[config.mk]
export PLATFORM = sky130hd
export DESIGN_NAME = utf8_safe_token_validator
export DESIGN_NICKNAME = d
export VERILOG_FILES = /design/src/hw/rtl/usv_pkg.sv /design/src/hw/rtl/usv_token_check.sv /design/src/hw/rtl/utf8_safe_token_validator.sv
export SDC_FILE = /design/constraint.sdc
export NUM_CORES = 1
export LEC_CHECK = 0
export BUFFER_PORTS_ARGS = -buffer_cell sky130_fd_sc_hd__buf_2
export CAP_MARGIN = 20
export CORE_UTILIZATION = 59
export DETAILED_ROUTE_END_ITERATION = 6
export PLACE_DENSITY = 0.78
export RECOVER_POWER = 100
export SYNTH_ARGS = -nofsm -noshare
export SYNTH_HDL_FRONTEND = slang
export SYNTH_HIERARCHICAL = 1
export SYNTH_SLANG_ARGS = --single-unit
[constraint.sdc]
create_clock -name clock -period 5.3 [get_ports clock]
set_input_delay 0 -clock clock [delete_from_list [all_inputs] [get_ports clock]]
set_output_delay 0 -clock clock [all_outputs]
set_load 0.005 [all_outputs]
[src/hw/rtl/usv_pkg.sv]
// Shared types and constants for the UTF-8 safe-token validator.
// Used by usv_token_check and utf8_safe_token_validator; depends on nothing.

package usv_pkg;

   localparam int LenWidth   = 13;
   localparam int CpWidth    = 21;
   localparam int ByteWidth  = 8;
   localparam int CodeWidth  = 3;

   localparam logic [LenWidth-1:0] LIMIT_CAP = 13'd4096;
   localparam logic [CpWidth-1:0]  MAX_CODE_POINT = 21'h10ffff;
   localparam logic [CpWidth-1:0]  SURR_LOW  = 21'h00d800;
   localparam logic [CpWidth-1:0]  SURR_HIGH = 21'h00dfff;
   localparam logic [CpWidth-1:0]  MIN_KIND0 = 21'h000080;
   localparam logic [CpWidth-1:0]  MIN_KIND1 = 21'h000800;
   localparam logic [CpWidth-1:0]  MIN_KIND2 = 21'h010000;
   localparam logic [ByteWidth-1:0] CTRL_LIMIT = 8'h20;
   localparam logic [ByteWidth-1:0] DEL_BYTE   = 8'h7f;
   localparam logic [LenWidth-1:0] LIMIT_RESET = 13'd256;

   localparam logic [CodeWidth-1:0] REASON_OK    = 3'd0;
   localparam logic [CodeWidth-1:0] REASON_EMPTY = 3'd1;
   localparam logic [CodeWidth-1:0] REASON_LONG  = 3'd2;
   localparam logic [CodeWidth-1:0] REASON_UTF8  = 3'd3;
   localparam logic [CodeWidth-1:0] REASON_CTRL  = 3'd4;

   typedef struct packed {
      logic [ByteWidth-1:0] data_byte;
      logic                 last_byte;
      logic                 empty_token;
   } item_type;

   typedef struct packed {
      logic                 token_ok;
      logic [CodeWidth-1:0] fail_reason;
      logic [LenWidth-1:0]  token_length;
   } result_type;

endpackage

[src/hw/rtl/usv_token_check.sv]
// Per-token state and its update for each request byte.
// Depends on usv_pkg for the item and result types and the code constants.

module usv_token_check
   import usv_pkg::*;
(
   input  logic                clock,
   input  logic                reset,
   input  logic [LenWidth-1:0] limit_cfg,
   input  logic                step,
   input  item_type            item,
   output logic                has_result,
   output result_type          result
);

   logic [LenWidth-1:0] count_ff, count_in;
   logic [1:0]          cont_ff, cont_in;
   logic [CpWidth-1:0]  cp_ff, cp_in;
   logic [1:0]          kind_ff, kind_in;
   logic                enc_err_ff, enc_err_in;
   logic                ctrl_ff, ctrl_in;

   logic [LenWidth-1:0] limit;
   logic [LenWidth-1:0] limit_p1;
   logic [CpWidth-1:0]  cp_shift;
   logic [CpWidth-1:0]  cp_min;
   logic [1:0]          cont_dec;
   logic [LenWidth-1:0] count_upd;
   logic                ctrl_upd;
   logic                err_upd;
   logic [CodeWidth-1:0] reason;
   logic [ByteWidth-1:0] b;

   assign b        = item.data_byte;
   assign limit    = (limit_cfg > LIMIT_CAP) ? LIMIT_CAP : limit_cfg;
   assign limit_p1 = limit + 13'd1;
   assign cp_shift = {cp_ff[CpWidth-7:0], b[5:0]};
   assign cont_dec = cont_ff - 2'd1;

   always_comb begin
      case (kind_ff)
         2'd0:    cp_min = MIN_KIND0;
         2'd1:    cp_min = MIN_KIND1;
         default: cp_min = MIN_KIND2;
      endcase
   end

   always_comb begin
      count_upd = (count_ff < limit_p1) ? count_ff + 13'd1 : count_ff;
      ctrl_upd  = ctrl_ff | (b < CTRL_LIMIT) | (b == DEL_BYTE);
      cont_in   = cont_ff;
      cp_in     = cp_ff;
      kind_in   = kind_ff;
      err_upd   = enc_err_ff;

      // Once an encoding error is seen, later bytes are not decoded.
      if (!enc_err_ff) begin
         if (cont_ff != 2'd0) begin
            if (b[7:6] != 2'b10) begin
               err_upd = 1'b1;
               cont_in = 2'd0;
            end else begin
               cp_in   = cp_shift;
               cont_in = cont_dec;
               if (cont_dec == 2'd0) begin
                  if (cp_shift < cp_min || cp_shift > MAX_CODE_POINT ||
                      (cp_shift inside {[SURR_LOW:SURR_HIGH]})) begin
                     err_upd = 1'b1;
                  end
               end
            end
         end else if (b[7] == 1'b0) begin
            err_upd = 1'b0;
         end else if (b[7:5] == 3'b110) begin
            cont_in = 2'd1;
            cp_in   = {16'd0, b[4:0]};
            kind_in = 2'd0;
         end else if (b[7:4] == 4'b1110) begin
            cont_in = 2'd2;
            cp_in   = {17'd0, b[3:0]};
            kind_in = 2'd1;
         end else if (b[7:3] == 5'b11110) begin
            cont_in = 2'd3;
            cp_in   = {18'd0, b[2:0]};
            kind_in = 2'd2;
         end else begin
            err_upd = 1'b1;
         end
      end

      // A sequence still open at the final byte is truncated.
      if (item.last_byte && cont_in != 2'd0) begin
         err_upd = 1'b1;
      end

      if (count_upd > limit) begin
         reason = REASON_LONG;
      end else if (err_upd) begin
         reason = REASON_UTF8;
      end else if (ctrl_upd) begin
         reason = REASON_CTRL;
      end else begin
         reason = REASON_OK;
      end

      count_in   = count_upd;
      enc_err_in = err_upd;
      ctrl_in    = ctrl_upd;

      has_result = item.empty_token | item.last_byte;
      if (item.empty_token) begin
         result.token_ok     = 1'b0;
         result.fail_reason  = REASON_EMPTY;
         result.token_length = '0;
      end else begin
         result.token_ok     = (reason == REASON_OK);
         result.fail_reason  = reason;
         result.token_length = count_upd;
      end

      // The end of any token returns all per-token state to its reset value.
      if (has_result) begin
         count_in   = '0;
         cont_in    = 2'd0;
         cp_in      = '0;
         kind_in    = 2'd0;
         enc_err_in = 1'b0;
         ctrl_in    = 1'b0;
      end
   end

   always_ff @(posedge clock) begin
      if (reset) begin
         count_ff   <= '0;
         cont_ff    <= 2'd0;
         cp_ff      <= '0;
         kind_ff    <= 2'd0;
         enc_err_ff <= 1'b0;
         ctrl_ff    <= 1'b0;
      end else if (step) begin
         count_ff   <= count_in;
         cont_ff    <= cont_in;
         cp_ff      <= cp_in;
         kind_ff    <= kind_in;
         enc_err_ff <= enc_err_in;
         ctrl_ff    <= ctrl_in;
      end
   end

endmodule

[src/hw/rtl/utf8_safe_token_validator.sv]
// UTF-8 safe-token validator, top level: input and result registers, limit register.
// Depends on usv_pkg and usv_token_check.
//
// A token enters one byte per request on the req_ channel; req_tlast marks the
// final byte and req_tuser marks a request that carries no byte and ends an
// empty token. At the end of every token one response leaves on the rsp_
// channel with the pass flag, the failing reason of highest priority (length,
// then encoding, then control bytes) and the byte count. A request is first
// held in an input register; when it is stepped, the token state is updated
// and any response is loaded into the result register, which drives the rsp_
// channel. One request is accepted every cycle while the block does not stall.
// Requests that end no token keep moving while a response waits, and the
// block stalls the request side only when a finished response has not been
// taken and another token ends. Reset clears the token state, empties both
// registers and sets the length limit to 256. The limit is written through
// csr_we and csr_wdata; the user must do so only while no token is in
// progress, as the block itself does not enforce this.

module utf8_safe_token_validator
   import usv_pkg::*;
(
   input  logic                clock,
   input  logic                reset,
   input  logic                csr_we,
   input  logic [LenWidth-1:0] csr_wdata,     // max_token_bytes
   input  logic                req_tvalid,
   output logic                req_tready,
   input  logic [7:0]          req_tdata,     // [7:0] data_byte
   input  logic                req_tlast,     // last_byte
   input  logic                req_tuser,     // empty_token
   output logic                rsp_tvalid,
   input  logic                rsp_tready,
   output logic [23:0]         rsp_tdata      // [0] token_ok, [3:1] fail_reason,
                                              // [16:4] token_length, [23:17] zero
);

   logic [LenWidth-1:0] limit_ff;
   logic                in_valid_ff;
   item_type            in_item_ff;
   logic                out_valid_ff;
   result_type          out_ff;

   logic       has_result;
   result_type result;
   logic       step;
   logic       out_free;

   assign out_free   = !out_valid_ff || rsp_tready;
   assign step       = in_valid_ff && (!has_result || out_free);
   assign req_tready = !in_valid_ff || step;

   usv_token_check u_check (
      .clock      (clock),
      .reset      (reset),
      .limit_cfg  (limit_ff),
      .step       (step),
      .item       (in_item_ff),
      .has_result (has_result),
      .result     (result)
   );

   always_ff @(posedge clock) begin
      if (reset) begin
         limit_ff <= LIMIT_RESET;
      end else if (csr_we) begin
         limit_ff <= csr_wdata;
      end
   end

   always_ff @(posedge clock) begin
      if (reset) begin
         in_valid_ff <= 1'b0;
      end else if (req_tready) begin
         in_valid_ff <= req_tvalid;
      end
   end

   always_ff @(posedge clock) begin
      if (req_tready && req_tvalid) begin
         in_item_ff.data_byte   <= req_tdata;
         in_item_ff.last_byte   <= req_tlast;
         in_item_ff.empty_token <= req_tuser;
      end
   end

   always_ff @(posedge clock) begin
      if (reset) begin
         out_valid_ff <= 1'b0;
      end else if (step && has_result) begin
         out_valid_ff <= 1'b1;
      end else if (rsp_tready) begin
         out_valid_ff <= 1'b0;
      end
   end

   always_ff @(posedge clock) begin
      if (step && has_result) begin
         out_ff <= result;
      end
   end

   assign rsp_tvalid = out_valid_ff;
   assign rsp_tdata  = {7'd0, out_ff.token_length, out_ff.fail_reason, out_ff.token_ok};

endmodule
==> impl_metrics.json <==
{
  "synth_simple_gate_area_share": 0.236,
  "crit_buf_inv": 2,
  "relSlewSlack": 0.324,
  "synthFlopType": "dfxtp_1",
  "post_dp_cell_area_um2": 4700,
  "required_ns": 5.42,
  "ys_async_sr_fraction": 0,
  "clock_latency_ns": 0.36,
  "grt_max_degree": 53,
  "rrSetupSlack_ns": 0.32,
  "diodes": 0,
  "r2r_end": "rsp_tdata[2]$_DFFE_PP_",
  "finalHoldViolCount": 0,
  "core-area_um2": 7250,
  "die_x_um": 88.8,
  "io_buffers": 46,
  "muxShareOfSynthArea": 0.0295,
  "row_count": 31,
  "crit_type": "reg2reg",
  "timing.fmax_mhz": 201,
  "met1Wirelength_um": 4760,
  "postSynthAreaPerCell_um2": 9.12,
  "cts_tree": "built",
  "topRoutingLayerUsed": "met4",
  "synth-compound-area-share": 0.155,
  "pwr-share-seq": 0.534,
  "start_kind": "register",
  "antenna_found_initial": 0,
  "power_uw": 1200,
  "syn_to_final_growth_pct": 15.8,
  "fin_crit_sh": 0.941,
  "cts.reportedPaths.clkPinSlew_ns": 0.09,
  "dr.pass1.iters": 5,
  "irDropWorstVdd_uv": 165,
  "power.internal_uw": 864,
  "rr_worst_depth": 21,
  "cpMaxStageDelayCell": "dfxtp_1",
  "ys_seq_elements": 76,
  "clockPowerShare": 0.345,
  "cp_cell_sequence": "inv_1 > nand2_1 > inv_1 > ha_1 > and3_1 > xnor2_1 > or2_2 > ha_1 > and4_1 > o21ai_2 > a311o_1 > nand4_1 > or2_2 > xnor2_1 > ha_1 > o21ai_0 > o21ai_0 > o211ai_1 > o211ai_1 > o311a_1 > o21ba_1",
  "timing.hold.ws_ns": 0.124,
  "critPathCapture": "rsp_tdata[2]$_DFFE_PP_",
  "grt_pass1_vias": 3464,
  "final_common_cell": "nand2_1",
  "setup_ws_ns": 0.315,
  "reg2reg_from": "limit_ff[12]$_SDFFE_PP0P_",
  "power.density_nw_per_um2": 233,
  "grt_pass1_wl_um": 16900,
  "ant_nets": 0,
  "layout-drive-gt1-share": 0.132,
  "wl_met3_um": 732,
  "final_cell_area_um2": 5150,
  "layout_common_cells": "nand2_1 (59), dfxtp_1 (49), a21oi_1 (42)",
  "synth_top_family_by_area": "simple AND/OR/NAND/NOR gates",
  "finalWeightedCongestion": 1.01,
  "cpPeakStageDelay_ns": 0.45,
  "drt-wirelength-per-cell_um": 16.1,
  "synth_cells": 488,
  "synth_xor_area_frac": 0.0413,
  "initial_core_util": 0.613,
  "cpMostUsedCell": "ha_1",
  "cts_num_sinks": 76,
  "setup_viol": 0,
  "vias": 3926,
  "synthesis.area_um2": 4450,
  "io_pins": 54,
  "route.met2.wl_um": 4850,
  "end_kind": "register",
  "pwr-share-comb": 0.120,
  "crit_start": "limit_ff[12]$_SDFFE_PP0P_",
  "drv_cap": 0,
  "dp_hpwl_um": 7120,
  "wirelength_um": 10600,
  "drt_iter0_drc": 287,
  "nNetsFinal": 615,
  "synth-adder-area-share": 0.0844,
  "cts-root-buf": "clkbuf_8",
  "final.setup.tns_ns": 0,
  "clk_path_buf_depth": 2,
  "switchingPower_uw": 337,
  "status": "finished clean",
  "cp_top_family": "simple AND/OR/NAND/NOR gates",
  "synth_cell_types": 66,
  "yosysSeqAreaShare": 0.403,
  "die_h_um": 88.8,
  "pre_cts_slack_ns": 0.319,
  "dieArea_um2": 7890,
  "hp-class": "in2reg",
  "fin_skew_ns": 0.00991,
  "num-fill-cells": 570,
  "htreeDepth": 3,
  "grt_overflow": 0,
  "grt_use_total": 0.286,
  "vias_per_cell": 5.94,
  "synth_enable_flop_cells": 27,
  "p_sw_frac": 0.280,
  "final_max_slew_viol_count": 0,
  "yosys_warnings": 6,
  "worstMarginPinSlew_ns": 1.01,
  "crit_fanout": 7,
  "cts_buffers": 9,
  "p_leak_uw": 0.00204,
  "drcViolationCount": 0,
  "fin_crit_ns": 4.98,
  "path_depth": 21,
  "arrival_ns": 5.10
}
## repair_timing
action | CTS | global route
setup buffers | 0 | 2
endpoints found under the setup margin | 0 | 4
gates resized for setup | 0 | 5
hold buffers | 26 | 0
hold endpoints to repair | 25 | 0
## final cells by class
cell class | count | area [um2] | area share
tap | 99 | 124 | 0.0240
sequential | 76 | 1790 | 0.348
inverter | 16 | 60.1 | 0.0117
multi-input combinational | 375 | 2480 | 0.481
timing repair buffer | 79 | 517 | 0.100
clock inverter | 7 | 57.6 | 0.0112
clock buffer | 9 | 124 | 0.0240
## worst register-to-register path: cells and delay by family, from the launching register on
kind,cells,cell delay [ns]
AOI/OAI and AO/OA,8,1.41
xor gates and xnor gates,2,0.37
DFF,1,0.45
buffers and inverters,2,0.17
and+or+nand+nor,6,1.49
adders and majority gates,3,0.86
## registers in the layout (all words and copies together) (netlist names)
name / flops
rsp_tdata: 17
u_check/cp_ff: 15
limit_ff: 13
u_check/count_ff: 13
in_item_ff: 10
u_check/cont_ff: 2
u_check/kind_ff: 2
in_valid_ff: 1
rsp_tvalid: 1
u_check/ctrl_ff: 1
u_check/enc_err_ff: 1
## cell usage after synthesis, drive strengths merged (12+ instances only)
cell type   n  share of area
edfxtp     27           0.18
xnor2      16          0.031
nand4      12          0.017
o21ai      15          0.018
nand2      59          0.050
a21oi      43          0.048
dfxtp      49           0.22
clkbuf     12          0.010
nor2b      20          0.029
nand3      28          0.031
mux2i      12          0.027
buf        15          0.027
ha         30          0.084
nor2       37          0.032
inv        16          0.013
## power by group through the flow
| stage | combinational (uW) | clock (uW) | sequential [uW] |
|---|---|---|---|
| after global placement | 125 | 0 | 653 |
| after detailed placement | 127 | 0 | 654 |
| final | 144 | 415 | 642 |
| after floorplan | 101 | 0 | 646 |
| after CTS | 143 | 422 | 640 |
| after global routing | 160 | 444 | 645 |
## through the flow
step / util / cells
3_5_place_dp: 0.648 / 617
3_3_place_gp: 0.648 / 617
2_1_floorplan: - / 494
5_1_grt: 0.710 / 661
6_report: 0.710 / 661
4_1_cts: 0.709 / 659
## routing by layer
layer / vias to the layer above / global-route usage
met5: - / 0
met4: 0 / 0.144
met3: 27 / 0.0504
met2: 176 / 0.443
met1: 1828 / 0.383
li1: 1895 / -
## worst min path at each step
stage | start | endpoint | slack, ns | cells after the start
final | csr_we | limit_ff[6]$_SDFFE_PP0P_ | 0.12 | 3
after global routing | csr_we | limit_ff[6]$_SDFFE_PP0P_ | 0.15 | 3
after CTS | csr_we | limit_ff[10]$_SDFFE_PP0P_ | 0.12 | 3
after detailed placement | req_tdata[7] | in_item_ff[9]$_DFFE_PP_ | 0.18 | 1
after global placement | req_tdata[7] | in_item_ff[9]$_DFFE_PP_ | 0.18 | 1
after floorplan | reset | in_valid_ff$_SDFFE_PP0P_ | 0.07 | 1
## kinds of logic after synthesis
logic type / count (synthesis)
buffers and inverters: 43
DFF: 76
AOI/OAI and AO/OA: 103
xor gates and xnor gates: 21
and+or+nand+nor: 201
muxes: 13
other: 1
adders and majority gates: 30
Power figures use the tool's default switching activity.
